<file path="config.mk">
export PLATFORM = sky130hd
export DESIGN_NAME = port_lease_allocator_aging_top_flat
export DESIGN_NICKNAME = d
export VERILOG_FILES = /design/src/rtl/pla_pkg.sv /design/src/rtl/pla_req_if.sv /design/src/rtl/pla_rsp_if.sv /design/src/rtl/port_lease_allocator_aging_top.sv /design/src/rtl/pla_div.sv /design/src/rtl/pla_pool.sv /design/src/flat_wrapper.sv
export SDC_FILE = /design/constraint.sdc
export NUM_CORES = 2
export LEC_CHECK = 0
export ABC_CLOCK_PERIOD_IN_PS = 8350
export BUFFER_PORTS_ARGS = -buffer_cell sky130_fd_sc_hd__buf_2
export CAP_MARGIN = 30
export CORE_MARGIN = 4
export CORE_UTILIZATION = 45
export DETAILED_ROUTE_END_ITERATION = 8
export PLACE_DENSITY = 0.67
export SYNTH_ARGS = -nofsm -noshare
export SYNTH_HDL_FRONTEND = slang
export SYNTH_SLANG_ARGS = --single-unit
</file>
<file path="constraint.sdc">
create_clock -name clk -period 8.35 [get_ports clk]
set_input_delay 1.2525 -clock clk [delete_from_list [all_inputs] [get_ports clk]]
set_output_delay 1.2525 -clock clk [all_outputs]
set_load 0.01 [all_outputs]
</file>
<file path="src/rtl/pla_pkg.sv">
// Shared constants, codes and types of the port lease allocator.
package pla_pkg;

    // Largest pool the default build supports.
    localparam int MAX_PORTS_DEF = 16;

    // Field widths of the channels and the configuration port.
    localparam int ACT_W      = 2;
    localparam int PORT_W     = 16;
    localparam int KEY_W      = 60;
    localparam int KIND_W     = 2;
    localparam int UTIL_W     = 7;
    localparam int POOL_CFG_W = 5;
    localparam int CFG_IDX_W  = 2;
    localparam int CFG_DATA_W = 16;

    // Register values after reset.
    localparam logic [PORT_W-1:0] PORT_BASE_RST = 16'd8380;
    localparam int                POOL_SIZE_RST = 10;
    localparam logic [15:0]       TIMEOUT_RST   = 16'd60;

    // Scale of the utilization answer.
    localparam int PERCENT = 100;

    // Configuration register indexes.
    localparam logic [CFG_IDX_W-1:0] CFG_PORT_BASE = 2'd0;
    localparam logic [CFG_IDX_W-1:0] CFG_POOL_SIZE = 2'd1;
    localparam logic [CFG_IDX_W-1:0] CFG_TIMEOUT   = 2'd2;

    // Request actions.
    localparam logic [ACT_W-1:0] ACT_LEASE  = 2'd0;
    localparam logic [ACT_W-1:0] ACT_REPORT = 2'd1;
    localparam logic [ACT_W-1:0] ACT_TICK   = 2'd2;
    localparam logic [ACT_W-1:0] ACT_QUERY  = 2'd3;

    // Result kinds.
    localparam logic [KIND_W-1:0] KIND_GRANT   = 2'd0;
    localparam logic [KIND_W-1:0] KIND_RECLAIM = 2'd1;
    localparam logic [KIND_W-1:0] KIND_ANSWER  = 2'd2;

    // Port status codes.
    localparam logic [1:0] ST_UNUSED   = 2'd0;
    localparam logic [1:0] ST_ACTIVE   = 2'd1;
    localparam logic [1:0] ST_INACTIVE = 2'd2;

    // Strobes from the sequencer to the pool storage.
    typedef struct packed {
        logic clear;
        logic st_re;
        logic st_we;
        logic fl_re;
        logic fl_we;
        logic key_re;
        logic key_we;
    } pla_ctl_t;

endpackage

</file>
<file path="src/rtl/pla_req_if.sv">
// Request channel: valid/ready handshake carrying one request word.
interface pla_req_if;
    logic                         valid;
    logic                         ready;
    logic [pla_pkg::ACT_W-1:0]    action;
    logic [pla_pkg::PORT_W-1:0]   port_number;
    logic [pla_pkg::KEY_W-1:0]    session_key;

    modport source (output valid, output action, output port_number, output session_key,
                    input ready);
    modport sink   (input valid, input action, input port_number, input session_key,
                    output ready);
endinterface

</file>
<file path="src/rtl/pla_rsp_if.sv">
// Result channel: valid/ready handshake carrying one result word.
interface pla_rsp_if;
    logic                         valid;
    logic                         ready;
    logic [pla_pkg::KIND_W-1:0]   result_kind;
    logic [pla_pkg::PORT_W-1:0]   port_number_res;
    logic [pla_pkg::KEY_W-1:0]    session_key_res;
    logic                         fresh_lease;
    logic [pla_pkg::UTIL_W-1:0]   utilisation_percent;
    logic                         last;

    modport source (output valid, output result_kind, output port_number_res,
                    output session_key_res, output fresh_lease,
                    output utilisation_percent, output last, input ready);
    modport sink   (input valid, input result_kind, input port_number_res,
                    input session_key_res, input fresh_lease,
                    input utilisation_percent, input last, output ready);
endinterface

</file>
<file path="src/rtl/port_lease_allocator_aging_top.sv">
// Port lease allocator with idle aging: sequencer, configuration registers and result register.
//
// One request word is handled at a time; ready is high only while the sequencer is idle, and a
// finished result waits in an output register so the next request can be taken. Status and key
// memories have one port each and the free list a read and a write port, all with registered
// reads. A lease pops the free list, then grants; a report reads, then writes the status
// (none outside the pool); a tick that does not expire only counts; an expiring tick reads,
// then evaluates each pool entry and ends with the last reclaim word. A query starts the
// divider and waits until it is done. A sweep yields at most one result word per pool entry.
// While the output side stalls with a word waiting, the step that loads the next word holds,
// adding the stall to the time of the request. A pool size write reinitializes the pool in
// the same cycle through per-entry valid bits; stored session keys are kept.
module port_lease_allocator_aging_top #(
    parameter int MAX_PORTS = pla_pkg::MAX_PORTS_DEF
) (
    input  logic                            clk,
    input  logic                            rst_n,
    pla_req_if.sink                         req,
    pla_rsp_if.source                       rsp,
    input  logic                            cfg_we,
    input  logic [pla_pkg::CFG_IDX_W-1:0]   cfg_index,
    input  logic [pla_pkg::CFG_DATA_W-1:0]  cfg_data
);
    localparam int IDX_W    = (MAX_PORTS > 1) ? $clog2(MAX_PORTS) : 1;
    localparam int CNT_W    = $clog2(MAX_PORTS + 1);
    localparam int DV_W     = $clog2(MAX_PORTS * pla_pkg::PERCENT + 1);
    localparam int POOL_RST = (pla_pkg::POOL_SIZE_RST > MAX_PORTS) ?
                              MAX_PORTS : pla_pkg::POOL_SIZE_RST;

    // Sequencer states.
    localparam logic [3:0] S_IDLE     = 4'd0;
    localparam logic [3:0] S_LS_GRANT = 4'd1;
    localparam logic [3:0] S_RR_GRANT = 4'd2;
    localparam logic [3:0] S_RP_WR    = 4'd3;
    localparam logic [3:0] S_SW_RD    = 4'd4;
    localparam logic [3:0] S_SW_EV    = 4'd5;
    localparam logic [3:0] S_SW_END   = 4'd6;
    localparam logic [3:0] S_Q_WAIT   = 4'd7;

    logic [3:0]                    state_reg, state_next;
    logic [pla_pkg::PORT_W-1:0]    base_reg, base_next;
    logic [CNT_W-1:0]              pool_reg, pool_next;
    logic [15:0]                   tmo_reg, tmo_next;
    logic [IDX_W-1:0]              head_reg, head_next;
    logic [CNT_W-1:0]              cnt_reg, cnt_next;
    logic [IDX_W-1:0]              rr_reg, rr_next;
    logic [15:0]                   tick_reg, tick_next;
    logic [IDX_W-1:0]              off_reg, off_next;
    logic [IDX_W-1:0]              sw_reg, sw_next;
    logic                          pend_v_reg, pend_v_next;
    logic [IDX_W-1:0]              pend_reg, pend_next;
    logic [pla_pkg::KEY_W-1:0]     key_in_reg, key_in_next;

    logic                          out_v_reg;
    logic [pla_pkg::KIND_W-1:0]    out_kind_reg;
    logic [pla_pkg::PORT_W-1:0]    out_port_reg;
    logic [pla_pkg::KEY_W-1:0]     out_key_reg;
    logic                          out_fresh_reg;
    logic [pla_pkg::UTIL_W-1:0]    out_util_reg;
    logic                          out_last_reg;

    logic                          out_load;
    logic                          out_free;
    logic [pla_pkg::KIND_W-1:0]    o_kind;
    logic [pla_pkg::PORT_W-1:0]    o_port;
    logic [pla_pkg::KEY_W-1:0]     o_key;
    logic                          o_fresh;
    logic [pla_pkg::UTIL_W-1:0]    o_util;
    logic                          o_last;

    pla_pkg::pla_ctl_t             ctl;
    logic [IDX_W-1:0]              st_addr;
    logic [1:0]                    st_wdata;
    logic [1:0]                    st_rdata;
    logic [IDX_W-1:0]              fl_raddr;
    logic [IDX_W-1:0]              fl_wdata;
    logic [IDX_W-1:0]              fl_rdata;
    logic [IDX_W-1:0]              key_addr;
    logic [pla_pkg::KEY_W-1:0]     key_wdata;
    logic [pla_pkg::KEY_W-1:0]     key_rdata;

    logic                          div_start;
    logic                          div_busy;
    logic [DV_W-1:0]               div_dividend;
    logic [pla_pkg::UTIL_W-1:0]    div_quot;

    logic                          req_acc;
    logic [pla_pkg::PORT_W-1:0]    rp_off;
    logic [15:0]                   tick_inc;
    logic [CNT_W-1:0]              rr_inc;
    logic [IDX_W-1:0]              rr_adv;
    logic [IDX_W-1:0]              head_inc;
    logic [CNT_W:0]                tail_sum;
    logic [IDX_W-1:0]              tail;
    logic [CNT_W-1:0]              used;
    logic                          sw_step;
    logic [pla_pkg::POOL_CFG_W-1:0] cfg_pool_raw;
    logic [CNT_W-1:0]              cfg_pool;

    assign req_acc   = req.valid && req.ready;
    assign req.ready = (state_reg == S_IDLE);
    assign out_free  = !out_v_reg || rsp.ready;

    // Address, counter and configuration arithmetic used by the sequencer.
    always_comb
    begin
        rp_off   = req.port_number - base_reg;
        tick_inc = tick_reg + 16'd1;
        rr_inc   = CNT_W'(rr_reg) + CNT_W'(1);
        rr_adv   = (rr_inc >= pool_reg) ? '0 : rr_inc[IDX_W-1:0];
        head_inc = (head_reg == IDX_W'(MAX_PORTS - 1)) ? '0 : head_reg + IDX_W'(1);
        tail_sum = (CNT_W + 1)'(head_reg) + (CNT_W + 1)'(cnt_reg);
        if (tail_sum >= (CNT_W + 1)'(MAX_PORTS))
        begin
            tail = IDX_W'(tail_sum - (CNT_W + 1)'(MAX_PORTS));
        end
        else
        begin
            tail = IDX_W'(tail_sum);
        end
        used         = pool_reg - cnt_reg;
        div_dividend = DV_W'(used) * DV_W'(pla_pkg::PERCENT);
        cfg_pool_raw = cfg_data[pla_pkg::POOL_CFG_W-1:0];
        if (cfg_pool_raw == '0)
        begin
            cfg_pool = CNT_W'(1);
        end
        else if (int'(cfg_pool_raw) > MAX_PORTS)
        begin
            cfg_pool = CNT_W'(MAX_PORTS);
        end
        else
        begin
            cfg_pool = CNT_W'(cfg_pool_raw);
        end
    end

    // Sequencer.
    always_comb
    begin
        state_next  = state_reg;
        base_next   = base_reg;
        pool_next   = pool_reg;
        tmo_next    = tmo_reg;
        head_next   = head_reg;
        cnt_next    = cnt_reg;
        rr_next     = rr_reg;
        tick_next   = tick_reg;
        off_next    = off_reg;
        sw_next     = sw_reg;
        pend_v_next = pend_v_reg;
        pend_next   = pend_reg;
        key_in_next = key_in_reg;
        ctl         = '0;
        st_addr     = sw_reg;
        st_wdata    = pla_pkg::ST_UNUSED;
        fl_raddr    = head_reg;
        fl_wdata    = sw_reg;
        key_addr    = fl_rdata;
        key_wdata   = key_in_reg;
        div_start   = 1'b0;
        out_load    = 1'b0;
        o_kind      = pla_pkg::KIND_GRANT;
        o_port      = '0;
        o_key       = '0;
        o_fresh     = 1'b0;
        o_util      = '0;
        o_last      = 1'b0;
        sw_step     = 1'b0;

        unique case (state_reg)
            S_IDLE:
            begin
                if (req_acc)
                begin
                    unique case (req.action)
                        pla_pkg::ACT_LEASE:
                        begin
                            if (cnt_reg != '0)
                            begin
                                // Pop the oldest free port.
                                ctl.fl_re   = 1'b1;
                                head_next   = head_inc;
                                cnt_next    = cnt_reg - CNT_W'(1);
                                key_in_next = req.session_key;
                                state_next  = S_LS_GRANT;
                            end
                            else
                            begin
                                // Pool exhausted: share the next port round robin.
                                rr_next    = rr_adv;
                                ctl.key_re = 1'b1;
                                key_addr   = rr_adv;
                                state_next = S_RR_GRANT;
                            end
                        end
                        pla_pkg::ACT_REPORT:
                        begin
                            if (rp_off < pla_pkg::PORT_W'(pool_reg))
                            begin
                                ctl.st_re  = 1'b1;
                                st_addr    = rp_off[IDX_W-1:0];
                                off_next   = rp_off[IDX_W-1:0];
                                state_next = S_RP_WR;
                            end
                        end
                        pla_pkg::ACT_TICK:
                        begin
                            if (tick_inc >= tmo_reg)
                            begin
                                tick_next   = '0;
                                sw_next     = '0;
                                pend_v_next = 1'b0;
                                state_next  = S_SW_RD;
                            end
                            else
                            begin
                                tick_next = tick_inc;
                            end
                        end
                        pla_pkg::ACT_QUERY:
                        begin
                            div_start  = 1'b1;
                            state_next = S_Q_WAIT;
                        end
                        default:
                        begin
                            state_next = S_IDLE;
                        end
                    endcase
                end
            end
            S_LS_GRANT:
            begin
                st_addr = fl_rdata;
                if (out_free)
                begin
                    ctl.key_we = 1'b1;
                    ctl.st_we  = 1'b1;
                    st_wdata   = pla_pkg::ST_ACTIVE;
                    out_load   = 1'b1;
                    o_kind     = pla_pkg::KIND_GRANT;
                    o_port     = base_reg + pla_pkg::PORT_W'(fl_rdata);
                    o_key      = key_in_reg;
                    o_fresh    = 1'b1;
                    o_last     = 1'b1;
                    state_next = S_IDLE;
                end
            end
            S_RR_GRANT:
            begin
                if (out_free)
                begin
                    out_load   = 1'b1;
                    o_kind     = pla_pkg::KIND_GRANT;
                    o_port     = base_reg + pla_pkg::PORT_W'(rr_reg);
                    o_key      = key_rdata;
                    o_last     = 1'b1;
                    state_next = S_IDLE;
                end
            end
            S_RP_WR:
            begin
                // A leased port becomes active again; an unused one is left alone.
                st_addr = off_reg;
                if (st_rdata != pla_pkg::ST_UNUSED)
                begin
                    ctl.st_we = 1'b1;
                    st_wdata  = pla_pkg::ST_ACTIVE;
                end
                state_next = S_IDLE;
            end
            S_SW_RD:
            begin
                ctl.st_re  = 1'b1;
                state_next = S_SW_EV;
            end
            S_SW_EV:
            begin
                if (st_rdata == pla_pkg::ST_INACTIVE)
                begin
                    // Free the port; the previous reclaim word goes out now that it is not last.
                    if (!pend_v_reg || out_free)
                    begin
                        ctl.st_we = 1'b1;
                        st_wdata  = pla_pkg::ST_UNUSED;
                        if (cnt_reg < CNT_W'(MAX_PORTS))
                        begin
                            ctl.fl_we = 1'b1;
                            cnt_next  = cnt_reg + CNT_W'(1);
                        end
                        if (pend_v_reg)
                        begin
                            out_load = 1'b1;
                            o_kind   = pla_pkg::KIND_RECLAIM;
                            o_port   = base_reg + pla_pkg::PORT_W'(pend_reg);
                        end
                        pend_next   = sw_reg;
                        pend_v_next = 1'b1;
                        sw_step     = 1'b1;
                    end
                end
                else
                begin
                    if (st_rdata == pla_pkg::ST_ACTIVE)
                    begin
                        ctl.st_we = 1'b1;
                        st_wdata  = pla_pkg::ST_INACTIVE;
                    end
                    sw_step = 1'b1;
                end
                if (sw_step)
                begin
                    if (CNT_W'(sw_reg) + CNT_W'(1) == pool_reg)
                    begin
                        state_next = S_SW_END;
                    end
                    else
                    begin
                        sw_next    = sw_reg + IDX_W'(1);
                        state_next = S_SW_RD;
                    end
                end
            end
            S_SW_END:
            begin
                if (!pend_v_reg)
                begin
                    state_next = S_IDLE;
                end
                else if (out_free)
                begin
                    out_load    = 1'b1;
                    o_kind      = pla_pkg::KIND_RECLAIM;
                    o_port      = base_reg + pla_pkg::PORT_W'(pend_reg);
                    o_last      = 1'b1;
                    pend_v_next = 1'b0;
                    state_next  = S_IDLE;
                end
            end
            S_Q_WAIT:
            begin
                if (!div_busy && out_free)
                begin
                    out_load   = 1'b1;
                    o_kind     = pla_pkg::KIND_ANSWER;
                    o_util     = div_quot;
                    o_last     = 1'b1;
                    state_next = S_IDLE;
                end
            end
            default:
            begin
                state_next = S_IDLE;
            end
        endcase

        // Configuration writes; a pool size write reinitializes the pool.
        if (cfg_we)
        begin
            unique case (cfg_index)
                pla_pkg::CFG_PORT_BASE:
                begin
                    base_next = cfg_data;
                end
                pla_pkg::CFG_POOL_SIZE:
                begin
                    pool_next = cfg_pool;
                    ctl.clear = 1'b1;
                    head_next = '0;
                    cnt_next  = cfg_pool;
                    rr_next   = '0;
                    tick_next = '0;
                end
                pla_pkg::CFG_TIMEOUT:
                begin
                    tmo_next = cfg_data;
                end
                default:
                begin
                    base_next = base_reg;
                end
            endcase
        end
    end

    // Control and configuration registers.
    always_ff @(posedge clk or negedge rst_n)
    begin
        if (!rst_n)
        begin
            state_reg  <= S_IDLE;
            base_reg   <= pla_pkg::PORT_BASE_RST;
            pool_reg   <= CNT_W'(POOL_RST);
            tmo_reg    <= pla_pkg::TIMEOUT_RST;
            head_reg   <= '0;
            cnt_reg    <= CNT_W'(POOL_RST);
            rr_reg     <= '0;
            tick_reg   <= '0;
            sw_reg     <= '0;
            pend_v_reg <= 1'b0;
            out_v_reg  <= 1'b0;
        end
        else
        begin
            state_reg  <= state_next;
            base_reg   <= base_next;
            pool_reg   <= pool_next;
            tmo_reg    <= tmo_next;
            head_reg   <= head_next;
            cnt_reg    <= cnt_next;
            rr_reg     <= rr_next;
            tick_reg   <= tick_next;
            sw_reg     <= sw_next;
            pend_v_reg <= pend_v_next;
            if (out_load)
            begin
                out_v_reg <= 1'b1;
            end
            else if (rsp.ready)
            begin
                out_v_reg <= 1'b0;
            end
        end
    end

    // Payload registers.
    always_ff @(posedge clk)
    begin
        off_reg    <= off_next;
        pend_reg   <= pend_next;
        key_in_reg <= key_in_next;
        if (out_load)
        begin
            out_kind_reg  <= o_kind;
            out_port_reg  <= o_port;
            out_key_reg   <= o_key;
            out_fresh_reg <= o_fresh;
            out_util_reg  <= o_util;
            out_last_reg  <= o_last;
        end
    end

    assign rsp.valid               = out_v_reg;
    assign rsp.result_kind         = out_kind_reg;
    assign rsp.port_number_res     = out_port_reg;
    assign rsp.session_key_res     = out_key_reg;
    assign rsp.fresh_lease         = out_fresh_reg;
    assign rsp.utilisation_percent = out_util_reg;
    assign rsp.last                = out_last_reg;

    // Pool storage.
    pla_pool #(
        .MAX_PORTS (MAX_PORTS)
    ) u_pool (
        .clk       (clk),
        .rst_n     (rst_n),
        .ctl       (ctl),
        .st_addr   (st_addr),
        .st_wdata  (st_wdata),
        .st_rdata  (st_rdata),
        .fl_raddr  (fl_raddr),
        .fl_waddr  (tail),
        .fl_wdata  (fl_wdata),
        .fl_rdata  (fl_rdata),
        .key_addr  (key_addr),
        .key_wdata (key_wdata),
        .key_rdata (key_rdata)
    );

    // Divider for the utilization answer.
    pla_div #(
        .MAX_PORTS (MAX_PORTS)
    ) u_div (
        .clk      (clk),
        .rst_n    (rst_n),
        .start    (div_start),
        .dividend (div_dividend),
        .divisor  (pool_reg),
        .busy     (div_busy),
        .quotient (div_quot)
    );

    // The free count never exceeds the pool size.
    a_cnt_le_pool: assert property (@(posedge clk) disable iff (!rst_n)
        cnt_reg <= pool_reg)
        else $error("free count above pool size");

    // The round-robin pointer stays inside the pool.
    a_rr_in_pool: assert property (@(posedge clk) disable iff (!rst_n)
        CNT_W'(rr_reg) < pool_reg)
        else $error("round-robin pointer outside pool");

    // The divider is only started when it is free.
    a_div_start: assert property (@(posedge clk) disable iff (!rst_n)
        div_start |-> !div_busy)
        else $error("divider restarted while busy");

    // A lease from a non-empty pool takes exactly one free port.
    a_lease_pop: assert property (@(posedge clk) disable iff (!rst_n)
        (req_acc && req.action == pla_pkg::ACT_LEASE && cnt_reg != '0 && !cfg_we)
        |=> cnt_reg == $past(cnt_reg) - CNT_W'(1))
        else $error("lease did not pop the free list");

    // A new result word never overwrites one that is still waiting.
    a_no_overwrite: assert property (@(posedge clk) disable iff (!rst_n)
        out_load |-> out_free)
        else $error("result word overwritten");

endmodule

</file>
<file path="src/rtl/pla_div.sv">
// Iterative restoring divider for the utilization answer, one quotient bit per cycle.
module pla_div #(
    parameter int  MAX_PORTS = pla_pkg::MAX_PORTS_DEF,
    localparam int CNT_W     = $clog2(MAX_PORTS + 1),
    localparam int DV_W      = $clog2(MAX_PORTS * pla_pkg::PERCENT + 1)
) (
    input  logic                        clk,
    input  logic                        rst_n,
    input  logic                        start,
    input  logic [DV_W-1:0]             dividend,
    input  logic [CNT_W-1:0]            divisor,
    output logic                        busy,
    output logic [pla_pkg::UTIL_W-1:0]  quotient
);
    localparam int STEP_W = $clog2(DV_W + 1);

    logic              busy_reg, busy_next;
    logic [STEP_W-1:0] step_reg, step_next;
    logic [CNT_W-1:0]  rem_reg, rem_next;
    logic [DV_W-1:0]   quo_reg, quo_next;
    logic [CNT_W-1:0]  div_reg, div_next;
    logic [CNT_W:0]    trial;
    logic [CNT_W:0]    diff;
    logic              ge;

    // One shift-and-subtract step per cycle.
    always_comb
    begin
        trial     = {rem_reg, quo_reg[DV_W-1]};
        diff      = trial - {1'b0, div_reg};
        ge        = (trial >= {1'b0, div_reg});
        busy_next = busy_reg;
        step_next = step_reg;
        rem_next  = rem_reg;
        quo_next  = quo_reg;
        div_next  = div_reg;
        if (start)
        begin
            busy_next = 1'b1;
            step_next = STEP_W'(DV_W);
            rem_next  = '0;
            quo_next  = dividend;
            div_next  = divisor;
        end
        else if (busy_reg)
        begin
            rem_next  = ge ? diff[CNT_W-1:0] : trial[CNT_W-1:0];
            quo_next  = {quo_reg[DV_W-2:0], ge};
            step_next = step_reg - STEP_W'(1);
            if (step_reg == STEP_W'(1))
            begin
                busy_next = 1'b0;
            end
        end
    end

    // Control state.
    always_ff @(posedge clk or negedge rst_n)
    begin
        if (!rst_n)
        begin
            busy_reg <= 1'b0;
            step_reg <= '0;
        end
        else
        begin
            busy_reg <= busy_next;
            step_reg <= step_next;
        end
    end

    // Datapath.
    always_ff @(posedge clk)
    begin
        rem_reg <= rem_next;
        quo_reg <= quo_next;
        div_reg <= div_next;
    end

    assign busy     = busy_reg;
    assign quotient = quo_reg[pla_pkg::UTIL_W-1:0];

endmodule

</file>
<file path="src/rtl/pla_pool.sv">
// Pool storage: one-port status and session key memories and a two-port free-list FIFO.
module pla_pool #(
    parameter int  MAX_PORTS = pla_pkg::MAX_PORTS_DEF,
    localparam int IDX_W     = (MAX_PORTS > 1) ? $clog2(MAX_PORTS) : 1
) (
    input  logic                        clk,
    input  logic                        rst_n,
    input  pla_pkg::pla_ctl_t           ctl,
    input  logic [IDX_W-1:0]            st_addr,
    input  logic [1:0]                  st_wdata,
    output logic [1:0]                  st_rdata,
    input  logic [IDX_W-1:0]            fl_raddr,
    input  logic [IDX_W-1:0]            fl_waddr,
    input  logic [IDX_W-1:0]            fl_wdata,
    output logic [IDX_W-1:0]            fl_rdata,
    input  logic [IDX_W-1:0]            key_addr,
    input  logic [pla_pkg::KEY_W-1:0]   key_wdata,
    output logic [pla_pkg::KEY_W-1:0]   key_rdata
);
    logic [1:0]                st_mem [MAX_PORTS];
    logic [IDX_W-1:0]          fl_mem [MAX_PORTS];
    logic [pla_pkg::KEY_W-1:0] key_mem [MAX_PORTS];

    logic [MAX_PORTS-1:0]      st_vld_reg;
    logic [MAX_PORTS-1:0]      fl_vld_reg;
    logic                      st_vq_reg;
    logic                      fl_vq_reg;
    logic [1:0]                st_q_reg;
    logic [IDX_W-1:0]          fl_q_reg;
    logic [IDX_W-1:0]          fl_ra_reg;
    logic [pla_pkg::KEY_W-1:0] key_q_reg;

    // Status memory, registered read.
    always_ff @(posedge clk)
    begin
        if (ctl.st_we)
        begin
            st_mem[st_addr] <= st_wdata;
        end
        if (ctl.st_re)
        begin
            st_q_reg <= st_mem[st_addr];
        end
    end

    // Free-list memory, registered read.
    always_ff @(posedge clk)
    begin
        if (ctl.fl_we)
        begin
            fl_mem[fl_waddr] <= fl_wdata;
        end
        if (ctl.fl_re)
        begin
            fl_q_reg  <= fl_mem[fl_raddr];
            fl_ra_reg <= fl_raddr;
        end
    end

    // Key memory, registered read; never cleared.
    always_ff @(posedge clk)
    begin
        if (ctl.key_we)
        begin
            key_mem[key_addr] <= key_wdata;
        end
        if (ctl.key_re)
        begin
            key_q_reg <= key_mem[key_addr];
        end
    end

    // Per-entry valid bits; a pool reinit drops them all at once.
    always_ff @(posedge clk or negedge rst_n)
    begin
        if (!rst_n)
        begin
            st_vld_reg <= '0;
            fl_vld_reg <= '0;
            st_vq_reg  <= 1'b0;
            fl_vq_reg  <= 1'b0;
        end
        else if (ctl.clear)
        begin
            st_vld_reg <= '0;
            fl_vld_reg <= '0;
        end
        else
        begin
            if (ctl.st_re)
            begin
                st_vq_reg <= st_vld_reg[st_addr];
            end
            if (ctl.fl_re)
            begin
                fl_vq_reg <= fl_vld_reg[fl_raddr];
            end
            if (ctl.st_we)
            begin
                st_vld_reg[st_addr] <= 1'b1;
            end
            if (ctl.fl_we)
            begin
                fl_vld_reg[fl_waddr] <= 1'b1;
            end
        end
    end

    // An unwritten status entry reads as unused; an unwritten free-list slot holds its own index.
    assign st_rdata  = st_vq_reg ? st_q_reg : pla_pkg::ST_UNUSED;
    assign fl_rdata  = fl_vq_reg ? fl_q_reg : fl_ra_reg;
    assign key_rdata = key_q_reg;

endmodule
</file>
<file path="src/flat_wrapper.sv">
// flat-port wrapper written by rule: the top's interface ports become plain ports
module port_lease_allocator_aging_top_flat 
#(
    parameter int MAX_PORTS = pla_pkg::MAX_PORTS_DEF
)
  (clk, rst_n, cfg_we, cfg_index, cfg_data, req_valid, req_action, req_port_number, req_session_key, req_ready, rsp_valid, rsp_result_kind, rsp_port_number_res, rsp_session_key_res, rsp_fresh_lease, rsp_utilisation_percent, rsp_last, rsp_ready);
  pla_req_if req_i ();
  pla_rsp_if rsp_i ();
  input  logic clk;
  input  logic rst_n;
  input  logic cfg_we;
  input  logic [pla_pkg::CFG_IDX_W-1:0] cfg_index;
  input  logic [pla_pkg::CFG_DATA_W-1:0] cfg_data;
  input wire logic [$bits(req_i.valid)-1:0] req_valid;
  input wire logic [$bits(req_i.action)-1:0] req_action;
  input wire logic [$bits(req_i.port_number)-1:0] req_port_number;
  input wire logic [$bits(req_i.session_key)-1:0] req_session_key;
  output wire logic [$bits(req_i.ready)-1:0] req_ready;
  output wire logic [$bits(rsp_i.valid)-1:0] rsp_valid;
  output wire logic [$bits(rsp_i.result_kind)-1:0] rsp_result_kind;
  output wire logic [$bits(rsp_i.port_number_res)-1:0] rsp_port_number_res;
  output wire logic [$bits(rsp_i.session_key_res)-1:0] rsp_session_key_res;
  output wire logic [$bits(rsp_i.fresh_lease)-1:0] rsp_fresh_lease;
  output wire logic [$bits(rsp_i.utilisation_percent)-1:0] rsp_utilisation_percent;
  output wire logic [$bits(rsp_i.last)-1:0] rsp_last;
  input wire logic [$bits(rsp_i.ready)-1:0] rsp_ready;
  assign req_i.valid = req_valid;
  assign req_i.action = req_action;
  assign req_i.port_number = req_port_number;
  assign req_i.session_key = req_session_key;
  assign req_ready = req_i.ready;
  assign rsp_valid = rsp_i.valid;
  assign rsp_result_kind = rsp_i.result_kind;
  assign rsp_port_number_res = rsp_i.port_number_res;
  assign rsp_session_key_res = rsp_i.session_key_res;
  assign rsp_fresh_lease = rsp_i.fresh_lease;
  assign rsp_utilisation_percent = rsp_i.utilisation_percent;
  assign rsp_last = rsp_i.last;
  assign rsp_i.ready = rsp_ready;
  port_lease_allocator_aging_top #(.MAX_PORTS(MAX_PORTS)) u_core (.clk(clk), .rst_n(rst_n), .req(req_i), .rsp(rsp_i), .cfg_we(cfg_we), .cfg_index(cfg_index), .cfg_data(cfg_data));
endmodule
</file>
==> qor.csv <==
metric,value,unit
status,finished with violations,
violations,DRC,
leakagePower,0.02169,uW
clockRootBuffer,clkbuf_16,
r2r_start,u_core.state_reg[0],
grt_util_met2,0.3577,
routed_wl,141000,um
avgRoutedWirePerCell,25.57,um
die_y,360.4,um
cts-resized-gates,0,
design_area,0.06362,mm^2
layout-drive-gt1-share,0.1530,
tns,0,ns
synth_cell_types,82,
cts_sinks,1417,
drv_slew,0,
hold_class,primary input to async pin,
regMostFlops,u_core.u_pool.key_mem,
dp_hpwl,79080,um
maxCapViolCount,0,
largest_register_ffs,960,
finClkSkew,0.04823,ns
critPathLaunchType,flop,
switching_share,0.2702,
finalPower,17510,uW
seq_area_frac_synth,0.7504,
p_sw,4732,uW
layout_worst_path_cycle_share,0.6426,
post-place-ws,2.666,ns
peakVddDrop,0.1936,mV
die_area,0.1299,mm^2
busiest_layer,met2,
fin_nets,3957,
period_minus_slack,5.366,ns
pwr-share-clk,0.359,
fp.dieW,360.4,um
use_met3,0.03603,
initial_core_util,0.4525,
antennaDiodeCount,0,
grt_max_degree,166,
cp.buffers_inverters,2,
relSlewSlack,0.3004,
synth_edf_count,1295,
core_area,0.1235,mm^2
io_pins,190,
crit_start,u_core.state_reg[0],
clkTransAtPathRegs,0.06,ns
hold_violations,0,
vias,33060,
internal-power,12780,uW
synth_warnings,0,
reg_top3,"u_core.u_pool.key_mem x960, u_core.u_pool.fl_mem x64",
grt_pass1_wl,209600,um
antenna_found_initial,1,
multi_input_area,0.01309,mm^2
grt_setup_unrepaired,false,
cp_max_fo,53,
seqCellArea,0.04192,mm^2
firstDrtPassIters,9,
synth_nets,3757,
fill_cells,9939,
required,8.73,ns
ys_seq_elements,1417,
drcViolationCount,5,
tightest_slew,1.042,ns
grt_overflow,0,
slowest_delay,0.73,ns
powerDensity,275.3,mW/mm^2
crit_family,simple AND/OR/NAND/NOR gates,
utilization,0.5152,
cts-hold-fix-buffers,0,
crit_chain,nor4_2 -> and2_1 -> nand2_1 -> nor2_1 -> o21a_1 -> nand3_1 -> a21boi_4 -> buf_4 -> nand2_1 -> nor2_4 -> buf_4,
clk-insertion-delay-late,0.77,ns
use_met1,0.2858,
postPlaceCellArea,0.05893,mm^2
postCtsSetupBuffers,0,
clockBufferDepth,3,
ant_nets,0,
cts_tree,done,
p_comb_frac,0.159,
final-setup-viol-count,0,
drt_iter0_drc,4560,
fin_ws,2.984,ns
arrival,5.74,ns
cts_made_buffers,146,
power_frac_seq,0.482,
syn_area,0.05587,mm^2
via_per_inst,5.996,
synthArstFlopShare,0.08116,
synth_ff_type,edfxtp_1,
htreeDepth,4,
place_congestion,0.8826,
grt_pass1_vias,32800,
synthCells,3562,
clock.fmax,186.4,MHz
numPortBuffers,189,
syn_area_per_cell,15.68,um^2
track_usage,0.2123,
rows,129,
criticalPathCategory,flop to flop,
crit_path_top_delay_cell,buf_4,
area_growth,13.87,%
crit_path_end_kind,flop,
==> power groups by stage <==
| stage | sequential (uW) | clock [uW] | combinational [uW] |
|---|---|---|---|
| floorplan | 8490 | 0 | 1950 |
| global placement | 8580 | 0 | 2750 |
| detailed placement | 8590 | 0 | 2780 |
| CTS | 8440 | 6400 | 2800 |
| global route | 8480 | 6710 | 3080 |
| finish | 8440 | 6290 | 2780 |
==> stage by stage <==
step / std cells / hold WS (ns)
floorplan: 3562 / 0.4231
global placement: 5244 / 0.4730
global route: 5513 / 0.2930
CTS: 5512 / 0.4973
finish: 5513 / 0.3211
detailed placement: 5250 / 0.4834
==> cell usage in the layout (no fill, tap or decap), drive strengths merged, types with 10 or more instances in the layout <==
cell	n
a21o	26
a21oi	303
a222oi	242
a22o	61
a31o	11
and2	14
and3	17
buf	255
clkbuf	188
clkinv	56
dfrtp	101
dfstp	14
edfxtp	1295
ha	86
inv	75
mux2	38
mux2i	33
mux4	25
nand2	351
nand2b	20
nand3	46
nand4	10
nor2	161
nor2b	12
nor3	24
o21a	23
o21ai	102
o22ai	16
or4	62
xnor2	33
xor2	28
==> cell families (layout without fill, tap and decap cells) <==
family                   count (synthesis)  after routing  synth area share
buffers and inverters                  274            588           0.01926
XOR/XNOR                                61             61          0.009563
adder cells (fa/ha/maj)                 94             94           0.02213
AO/OA/AOI/OAI                          859            859            0.1115
flip-flops                            1417           1417            0.7504
other                                    1              1        0.00006712
multiplexers                            96             96           0.02372
AND/OR/NAND/NOR                        760            760           0.06342
==> layout make-up <==
class | instances | area share
repair buffers | 255 | 0.02567
inverters | 71 | 0.004268
clock buffers | 188 | 0.06154
clock inverters | 74 | 0.01162
well taps | 1637 | 0.03220
flip-flops and latches | 1417 | 0.6590
multi-input cells | 1871 | 0.2057
==> layer usage <==
layer	wire, um	part of all wire
met2	69830	0.50
met4	3351	0.024
met3	11260	0.080
met5	0	0
met1	56530	0.40
==> worst paths after layout <==
path | end | slack, ns | depth (start not counted)
setup / recovery | u_core.u_pool.key_mem[14][45] | 2.98 | 11
hold reg to reg | u_core.u_pool.fl_vld_reg[2] | 0.49 | 2
max in group asynchronous | u_core.tmo_reg[15] | 6.72 | 3
hold / removal | u_core.u_div.step_reg[3] | 0.32 | 1
setup reg to reg | u_core.u_pool.key_mem[14][45] | 2.98 | 11
min in group clk | u_core.u_pool.fl_vld_reg[2] | 0.49 | 2
==> Yosys cell counts, types with 8 or more instances <==
cell type,n,area share
edfxtp_1,1295,0.70
nand2_1,351,0.024
a21oi_1,301,0.027
a222oi_1,242,0.043
nor2_1,160,0.011
clkbuf_1,155,0.010
dfrtp_1,101,0.045
o21ai_0,94,0.0084
ha_1,86,0.019
inv_1,71,0.0048
or4_1,62,0.0083
a22o_1,61,0.0096
nand3_1,46,0.0041
mux2_2,37,0.0075
mux2i_1,33,0.0059
xnor2_1,33,0.0052
xor2_1,28,0.0044
a21o_1,26,0.0035
mux4_2,25,0.010
nor3_1,24,0.0022
buf_2,23,0.0021
o21a_1,23,0.0031
buf_1,22,0.0015
nand2b_1,20,0.0022
and3_1,17,0.0019
o22ai_1,16,0.0018
and2_1,14,0.0016
dfstp_2,14,0.0066
nor2b_1,12,0.0013
a31o_2,11,0.0017
nand4_1,9,0.0010
fa_1,8,0.0029
nor4b_1,8,0.0013
o21ai_1,8,0.00072
==> worst register-to-register path, delay by kind of cell (launching register included) <==
family,cells,cell delay [ns]
AO/OA/AOI/OAI,2,0.48
AND/OR/NAND/NOR,7,2.65
buffers and inverters,2,1.27
flip-flops,1,0.57
No activity file was read; power rests on OpenSTA's default activity.
